$ cat src/design/tacg_pkg.sv
package tacg_pkg;

  localparam int MaxGrid   = 64;
  localparam int MaxWidth  = 4096;
  localparam int MaxHeight = 4096;
  localparam int GridW     = $clog2(MaxGrid);
  localparam int DimW      = $clog2(MaxWidth + 1);
  localparam int SumW      = 32;
  localparam int CntW      = 2 * DimW;

  localparam logic [1:0] RegWidth  = 2'd0;
  localparam logic [1:0] RegHeight = 2'd1;
  localparam logic [1:0] RegGrid   = 2'd2;

  typedef enum logic [2:0] {
    ST_CLEAR,
    ST_IDLE,
    ST_READ,
    ST_DIV,
    ST_OUT
  } state_t;

  typedef struct packed {
    logic [SumW-1:0] red;
    logic [SumW-1:0] green;
    logic [SumW-1:0] blue;
  } sums_t;

endpackage

$ cat src/design/tacg_div.sv
module tacg_div (
  input  logic                      clk,
  input  logic                      rst,
  input  logic                      start,
  input  logic [tacg_pkg::SumW-1:0] dividend,
  input  logic [tacg_pkg::CntW-1:0] divisor,
  output logic [7:0]                quotient,
  output logic                      busy
);
  import tacg_pkg::*;

  localparam int StepW = $clog2(SumW + 1);

  logic [SumW-1:0] num;
  logic [CntW:0]   rem;
  logic [CntW-1:0] den;
  logic [StepW-1:0] steps;
  logic [CntW:0]   trial;

  // restoring division, one quotient bit a cycle
  assign trial = {rem[CntW-1:0], num[SumW-1]} - {1'b0, den};

  always_ff @(posedge clk) begin
    if (rst) begin
      busy  <= 1'b0;
      steps <= '0;
    end else if (start) begin
      busy  <= 1'b1;
      num   <= dividend;
      den   <= divisor;
      rem   <= '0;
      steps <= StepW'(SumW);
    end else if (busy) begin
      if (!trial[CntW]) begin
        rem <= trial;
      end else begin
        rem <= {rem[CntW-1:0], num[SumW-1]};
      end
      num   <= {num[SumW-2:0], ~trial[CntW]};
      steps <= steps - 1'b1;
      if (steps == StepW'(1)) begin
        busy <= 1'b0;
      end
    end
  end

  assign quotient = num[7:0];

endmodule

$ cat config.mk
export PLATFORM = sky130hd
export DESIGN_NAME = tacg_div
export DESIGN_NICKNAME = d
export VERILOG_FILES = /design/src/design/tacg_pkg.sv /design/src/design/tacg_div.sv
export SDC_FILE = /design/constraint.sdc
export NUM_CORES = 1
export LEC_CHECK = 0
export BUFFER_PORTS_ARGS = -buffer_cell sky130_fd_sc_hd__buf_2
export CORE_UTILIZATION = 40
export CTS_CLUSTER_SIZE = 14
export DETAILED_ROUTE_END_ITERATION = 8
export SYNTH_ARGS = -nofsm -noshare
export SYNTH_HDL_FRONTEND = slang
export SYNTH_SLANG_ARGS = --single-unit
$ cat constraint.sdc
create_clock -name clk -period 4.3 [get_ports clk]
set_clock_uncertainty 0.2 [all_clocks]
set_input_delay 0 -clock clk [delete_from_list [all_inputs] [get_ports clk]]
set_output_delay 0 -clock clk [all_outputs]
set_load 0.01 [all_outputs]
After elaboration in Yosys (flattened, before gate mapping)
Cells that the tools add are included.
{ "classes": {"addsub": 2, "eq_ne": 1, "muxes": 9, "bitwise_logic": 2, "n_reduce_logical": 4} }
{ "op_table": {"columns": ["cell", "count"], "rows": [
  ["$mux 32", 2],
  ["$mux 26", 2],
  ["$sub 27x26->27", 1],
  ["$mux 6", 2],
  ["$eq 6x1->1 const B", 1],
  ["$sub 6x1->6 const B", 1],
  ["$reduce_and 2->1", 2],
  ["$mux 1", 3],
  ["$not 1->1", 2],
  ["$reduce_bool 2->1", 1],
  ["$reduce_or 2->1", 1]
]} }
{ "totals": {"out_inout_bits": 9, "inputBits": 61, "register_bits": 91} }

Longest topological paths before layout
Gate-level depths: netlist of run 1.
{ "logic_depth": {"depth_word": 4, "depth_mapped": 13, "mapped_depth_nobuf": 12} }

Worst setup path before layout of run 1
Ideal clock, no wire load.
{ "synth_path": {"path_type": "flip-flop to flip-flop", "startpoint": "register busy", "endpoint": "register busy", "period_less_slack_ns": 3.677, "required_ns": 4.031, "arrival_time_ns": 3.408, "slack_ns": 0.623, "stages_incl_launch_ff": 4, "path_cell_list": "dfxtp_1 nor2_1 nor2_1 o41a_1"} }
{ "synth_via": {"elab_chain_len": 2} }
{ "synth_rtl": {"columns": ["element", "line_no", "source"], "rows": [
  ["start: declaration", "tacg_div.sv:8", "output logic busy"],
  ["start signal: assignment", "tacg_div.sv:25", "busy <= 1'b0;"],
  ["start signal: assignment", "tacg_div.sv:28", "busy <= 1'b1;"],
  ["start signal: assignment", "tacg_div.sv:42", "busy <= 1'b0;"],
  ["$mux 1", "tacg_div.sv:33", "end else if (busy) begin"],
  ["$mux 1", "tacg_div.sv:27", "end else if (start) begin"]
]} }
Every way passes these cells.
A chain may end at the register's enable or synchronous reset.

Worst setup path in the final report of run 1
{ "layout_path": {"startpoint": "register num[31]", "endpoint": "register rem[3], data pin"} }
{ "layout_via": {"elab_chain_len": 3} }
{ "layout_rtl": {"columns": ["element", "line_no", "source"], "rows": [
  ["start: declaration", "tacg_div.sv:14", "logic [SumW-1:0] num;"],
  ["start signal: assignment", "tacg_div.sv:29", "num <= dividend;"],
  ["start signal: assignment", "tacg_div.sv:39", "num <= {num[SumW-2:0], ~trial[CntW]};"],
  ["$sub 27x26->27", "tacg_div.sv:21", "assign trial = {rem[CntW-1:0], num[SumW-1]} - {1'b0, den};"],
  ["$mux 26", "tacg_div.sv:34", "if (!trial[CntW]) begin"],
  ["$mux 26", "tacg_div.sv:33", null],
  ["end signal: assignment", "tacg_div.sv:35", "rem <= trial;"],
  ["end signal: assignment", "tacg_div.sv:37", "rem <= {rem[CntW-1:0], num[SumW-1]};"],
  ["end: declaration", "tacg_div.sv:15", "logic [CntW:0] rem;"]
]} }
Every way passes these cells. The select of a mux whose other input is x is not followed.

==> results of run 1 <==
[sequential cells by signal (all words and copies together) (netlist names)]
| signal | flops |
|---|---|
| num | 32 |
| busy | 1 |
| steps | 6 |
| rem | 26 |
| den | 26 |
[layout make-up]
| type | count | area (um2) |
|---|---|---|
| clock buffer | 9 | 225 |
| inverter | 33 | 124 |
| timing repair buffer | 132 | 966 |
| fill | 1183 | 6120 |
| tap | 172 | 215 |
| multi-input combinational | 322 | 2340 |
| sequential | 91 | 2660 |
| clock inverter | 7 | 75.1 |
[worst paths after layout]
| check | startpoint | end |
|---|---|---|
| worst min register to register | steps[1] | steps[1] |
| worst min-delay path | start | busy |
| worst max-delay path | num[31] | rem[3] |
| worst max register to register | num[31] | rem[3] |
[power groups by stage]
| stage | Combinational (mW) | Clock (mW) | Sequential (mW) |
|---|---|---|---|
| final | 0.743 | 0.814 | 1.11 |
| after global routing | 0.832 | 0.875 | 1.12 |
| after CTS | 0.740 | 0.837 | 1.11 |
| after detailed placement | 0.694 | 0 | 1.13 |
| after global placement | 0.682 | 0 | 1.12 |
| after floorplan | 0.564 | 0 | 1.12 |
[worst register-to-register path, delay by kind of cell, from the launching register on]
kind	cells	cell delay, ps
flops	1	380
buf+inv	3	430
compound gates	6	1810
simple gates	2	130
fa+ha+maj	2	600
[metal layers]
metal | global-route usage [%] | vias up | wire length [um]
met5 | 0 | - | 0
met4 | 4.30 | 0 | 102
met3 | 5.92 | 9 | 718
met2 | 30.7 | 131 | 5360
met1 | 22.9 | 1814 | 5220
li1 | - | 1948 | -
[Yosys cell counts, types with 2 or more instances]
| library cell | number | area [um2] |
|---|---|---|
| a211o_1 | 2 | 17.5 |
| a211oi_1 | 2 | 15.0 |
| a211oi_2 | 4 | 50.1 |
| a21o_1 | 8 | 60.1 |
| a21oi_1 | 41 | 205 |
| a311oi_1 | 2 | 17.5 |
| a31oi_1 | 3 | 18.8 |
| and2_1 | 3 | 18.8 |
| and3_1 | 4 | 25.0 |
| buf_4 | 9 | 67.6 |
| buf_6 | 3 | 33.8 |
| clkbuf_1 | 10 | 37.5 |
| dfxtp_1 | 7 | 140 |
| edfxtp_1 | 84 | 2520 |
| ha_1 | 28 | 350 |
| inv_1 | 33 | 124 |
| mux2_2 | 32 | 360 |
| mux2i_1 | 4 | 40.0 |
| nand2_1 | 50 | 188 |
| nand2b_1 | 4 | 25.0 |
| nand3_1 | 5 | 25.0 |
| nand3b_1 | 7 | 52.6 |
| nand4_1 | 4 | 25.0 |
| nor2_1 | 26 | 97.6 |
| nor2b_1 | 3 | 18.8 |
| nor3_1 | 14 | 70.1 |
| o2111ai_1 | 3 | 26.3 |
| o21a_1 | 9 | 67.6 |
| o21a_2 | 2 | 17.5 |
| o21ai_0 | 13 | 65.1 |
| o21ai_1 | 3 | 15.0 |
| o21bai_1 | 2 | 15.0 |
| or3_1 | 2 | 12.5 |
| xnor2_1 | 14 | 123 |
| xor2_1 | 6 | 52.6 |
[kinds of logic (layout without fill, tap and decap cells)]
group                      count (synthesis)  count (layout)  synth area share (%)
adders and majority gates                 29              29                  7.04
AOI/OAI and AO/OA                        108             108                  14.4
DFF                                       91              91                  50.6
buffers and inverters                     56             181                  5.07
muxes                                     36              36                  7.62
and+or+nand+nor                          129             129                  11.9
xor gates and xnor gates                  20              20                  3.33
[per-stage QoR]
stage,instances,setup WS (ps),power [mW],instance area [um2]
floorplan,469,623,1.68,5260
global placement,691,716,1.81,5720
detailed placement,691,634,1.82,5720
CTS,766,603,2.68,6610
global route,766,341,2.82,6610
finish,766,584,2.66,6610
[placed cells by master (no fill, tap or decap), drive strengths merged, types with 5 or more instances in the layout]
cell type	instances
o21ai	17
xor2	6
dlygate4sd3	59
mux2	32
edfxtp	84
a21o	8
a211oi	7
nand3	5
nand3b	7
dfxtp	7
nor2	26
a21oi	41
xnor2	14
inv	36
ha	28
nand2	51
nor3	14
clkbuf	9
o21a	11
buf	73
==> reports/results.ini, run 1 <==
[outcome]
status = complete, no violations

[cts]
insertion_delay_ps = 350
post-cts-setup-buffer-count = 0
cts_tree = done
ctsLongestPathBuffers = 2
clkTransAtPathRegs_ps = 70
htreeDepth = 3
cts_root_buf = clkbuf_16
hold_buffers = 59
cts_buffers = 9
clock-sinks = 91
cts_resized = 0

[global_route]
grt_max_degree = 67
grt_pass1_vias = 3886
grt_overflow = 0
grt_pass1_wl_mm = 18.8
antenna_found_initial = 0
track_usage_pct = 18.3

[finish]
drive_gt1_share_pct = 22.9
antenna_cells = 0
utilization_pct = 51.9
fin_nets = 679
syn_to_final_growth_pct = 25.7

[drt]
vias = 3902
viasPerCell = 5.09
wl_per_cell_um = 14.9
first_pass_iters = 5
drt-initial-drc-count = 202
drc = 0
ant_nets = 0
drt_wl_total_mm = 11.4

[power_and_ir_drop]
p_leak_nw = 2.67
power_frac_comb_pct = 27.9
ir_drop_mv = 0.332
clkPwrFrac_pct = 30.6
switchingPower_mw = 0.808
swShare_pct = 30.3
power_frac_seq_pct = 41.6
p_int_mw = 1.86
pwr_density_cell_mw_per_mm2 = 403

[placed_design]
place.gp.congestion = 0.860
dp_hpwl_mm = 7.13
port_buffers = 69

[critical_path]
crit_buf_inv = 3
path_cells = inv_1 > ha_1 > inv_1 > fa_1 > a211oi_2 > o21a_2 > nor4_4 > o21a_2 > o211a_4 > a211oi_4 > buf_4 > nand2_1 > a21oi_1
path_depth = 13
critPathTopFamily = compound AO/OA/AOI/OAI gates
max_stage_delay_ps = 710
cp_max_fo = 17
rrSetupSlack_ps = 580
cp.arrival_ps = 3700
worst_setup_path_start_kind = flip-flop
crit_slowest_cell = a211oi_4
end_kind = flip-flop
path_class = reg2reg
crit_required_ps = 4290
reg2regPathDepth = 13

[timing]
tns_ps = 0
worst_pin_slew_ps = 927
fin_crit_sh_pct = 86.4
hold_ws_ps = 145
setup_viol = 0
rsz0062_at_grt = false
post-route-min-period_ps = 3720
relSlewSlack_pct = 38.0
fmax_mhz = 269
slew_viol_final = 0
hold_viol_final = 0

[synth]
synth_edf_count = 84
netlist_instances = 469
syn_nets = 559
yosysWarningCount = 0
synth_area_per_cell_um2 = 11.2
synthArstFlopShare_pct = 0
synth_seq_area_share_pct = 50.6
synth-main-ff-cell = edfxtp_1
synth_cell_types = 58
ys_ff_latch = 91
synth_area_mm2 = 0.00526

[die]
die_w_um = 117
die_h_um = 117
core_area_mm2 = 0.0127
rows = 41
initial_utilization_pct = 41.3
dieArea_mm2 = 0.0136
pin_count = 70

[run]
maxCapViolations = 0

[hold_path]
hold_class = in2reg
min_path_cells = 4

No activity file was read; power rests on OpenSTA's default activity.
==> inputs of run 2 (changes only) <==
Settings changed: ABC_AREA set to 1, GPL_TIMING_DRIVEN set to 0.
==> run 2 against run 1 <==
  * Sequential power about the same
  * Wire length increased by 16%
  * Die area increased by 9.5%
  * Register-to-register slack improved by 1000 ps
  * Worst hold slack improved by 9.6 ps
  * Synthesized cell count increased by 61%
  * First-iteration DRC count increased by 25%
  * Critical path depth unchanged
  * Total power decreased by 2.5%
  * Global-route usage increased by 1.3 points
  * Utilization increased by 0.25 points
  * Final cell count increased by 41%
==> reports/results.ini, run 2 <==
[synth]
muxShareOfSynthArea_pct = 0
synth_area_per_cell_um2 = 7.66
yosys.area_share.simple_pct = 31.1
synth_seq_area_share_pct = 46.2
synth_top_area_share_pct = 43.7
post-synth-top-count-cell = nand2_1
synth_compound_area_share_pct = 3.82
synthAdderAreaFrac_pct = 6.42
netlist_instances = 753
synth_cell_types = 34
synth-main-ff-cell = edfxtp_1
synthXorXnorAreaFrac_pct = 2.43
ys_ff_latch = 91
yosys.area.top_type = edfxtp_1
synth_edf_count = 84
syn_nets = 843
synthArstFlopShare_pct = 0
yosysWarningCount = 0
synth_top_family_by_area = simple AND/OR/NAND/NOR gates
synth_area_mm2 = 0.00577
synthTopCellsByArea = edfxtp_1, nand2_1, inv_1
synthTopCellsByCount = nand2_1, inv_1, nor2_1, edfxtp_1, ha_1

[timing]
setup_viol = 0
slew_viol_final = 0
fmax_mhz = 374
hold_viol_final = 0
rsz0062_at_grt = false
hold_ws_ps = 155
fin_crit_sh_pct = 62.2
worst_pin_slew_ps = 826
post-route-min-period_ps = 2670
relSlewSlack_pct = 44.8
fin_ws_ps = 1630

[cts]
cts_resized = 0
clock-sinks = 91
cts_tree = done
insertion_delay_ps = 350
ctsLongestPathBuffers = 2
post-cts-setup-buffer-count = 0
cts_root_buf = clkbuf_16
hold_buffers = 62
htreeDepth = 3
clkTransAtPathRegs_ps = 70
cts_buffers = 9

[critical_path]
path_class = reg2reg
cp.arrival_ps = 2580
crit_slowest_cell = fa_1
max_stage_delay_ps = 460
path_cells = inv_1 > ha_1 > inv_1 > fa_1 > nand3_1 > nand3_2 > nand2_2 > nand3_2 > nand2_2 > nand2_4 > buf_6 > nor2_1 > nor2_1
crit_required_ps = 4200
worst_setup_path_start_kind = flip-flop
cp_max_fo = 10
end_kind = flip-flop

[finish]
fin_nets = 986
antenna_cells = 0
largest_reg_flops = 32
reg_top3 = num x32, den x26, rem x26
fillerInstances = 1366
utilization_pct = 52.2
mostFrequentLayoutCell = nand2_1
final_cell_mix = nand2_1, inv_1, edfxtp_1, nor2_1, buf_2
top_register = num
syn_to_final_growth_pct = 26.6
drive_gt1_share_pct = 12.7

[run]
maxCapViolations = 0

[drt]
drt_wl_total_mm = 13.3
ant_nets = 0
drt-initial-drc-count = 253
viasPerCell = 4.54
drc = 0
first_pass_iters = 4
vias = 4908
wl_per_cell_um = 12.3

[outcome]
status = complete, no violations

[die]
die_w_um = 122
rows = 43
core_area_mm2 = 0.0140
pin_count = 70
dieArea_mm2 = 0.0149
die_h_um = 122
initial_utilization_pct = 41.2

[placed_design]
post-place-ws_ps = 1600
port_buffers = 68
place.gp.congestion = 0.863
dp_hpwl_mm = 9.75

[global_route]
grt_pass1_vias = 4877
grt_pass1_wl_mm = 22.5
antenna_found_initial = 0
track_usage_pct = 19.6
grt_overflow = 0
grt_max_degree = 27

[power_and_ir_drop]
ir_drop_mv = 0.223
p_leak_nw = 3.64
pwr_density_cell_mw_per_mm2 = 356

[hold_path]
hold_class = in2reg

run 2: cell types whose count changed in the layout (fill, tap and decap cells not counted), moves of 7 or more:
cell / change
clkbuf_1: +8
inv_1: +83
nor2_1: +58
a21o_1: -7
o21ai_0: -7
nand2_1: +240
a21oi_1: -15
nand3_1: +19
o21a_1: -8
nor3_1: -7
mux2_2: -32
xnor2_1: -7
run 2: stage by stage:
step	TNS (ps)	cells	instance area (um2)	total power, mW
5_1_grt	0	1080	7300	2.77
6_report	0	1080	7300	2.60
3_5_place_dp	0	1003	6400	1.83
2_1_floorplan	0	753	5770	1.64
3_3_place_gp	-42040	1001	6330	1.82
4_1_cts	0	1080	7300	2.63
run 2: metal layers:
metal | vias up | wire length, um | global-route usage, %
li1 | 2643 | - | -
met1 | 2168 | 6290 | 24.8
met2 | 87 | 6310 | 32.7
met3 | 10 | 513 | 3.56
met4 | 0 | 149 | 8.16
met5 | - | 0 | 0
run 2: power breakdown:
group	internal, mW	total (mW)	switching (mW)
combinational	0.306	0.760	0.454
clock	0.394	0.745	0.351
sequential	1.06	1.09	0.0312
run 2: kinds of logic (layout without fill, tap and decap cells):
kind of cell | after synthesis | in the layout
compound gates | 40 | 40
xor+xnor | 16 | 16
fa+ha+maj | 29 | 29
buf+inv | 139 | 286
flops | 91 | 91
simple gates | 438 | 438
run 2: layout make-up:
| class | count | area (um2) | area share (%) |
|---|---|---|---|
| Sequential cell | 91 | 2660 | 36.5 |
| Multi-Input combinational cell | 523 | 2540 | 34.8 |
| Timing Repair Buffer | 132 | 1020 | 13.9 |
| Inverter | 117 | 439 | 6.02 |
| Clock buffer | 9 | 225 | 3.09 |
| Tap cell | 180 | 225 | 3.09 |
| Buffer | 22 | 144 | 1.97 |
| Clock inverter | 6 | 50.0 | 0.686 |
run 2: worst max-delay path, delay by kind of cell (launching register included):
family | cells | cell delay [ps]
simple gates | 8 | 860
fa+ha+maj | 2 | 640
flops | 1 | 380
buf+inv | 3 | 330
run 2: final timing paths:
check / start / to / slack (ps) / cells past startpoint
setup reg to reg: num[31] / rem[11] / 1630 / 13
setup / recovery: num[31] / rem[11] / 1630 / 13
hold reg to reg: num[30] / num[31] / 310 / 2
hold / removal: divisor[17] / den[17] / 150 / 2
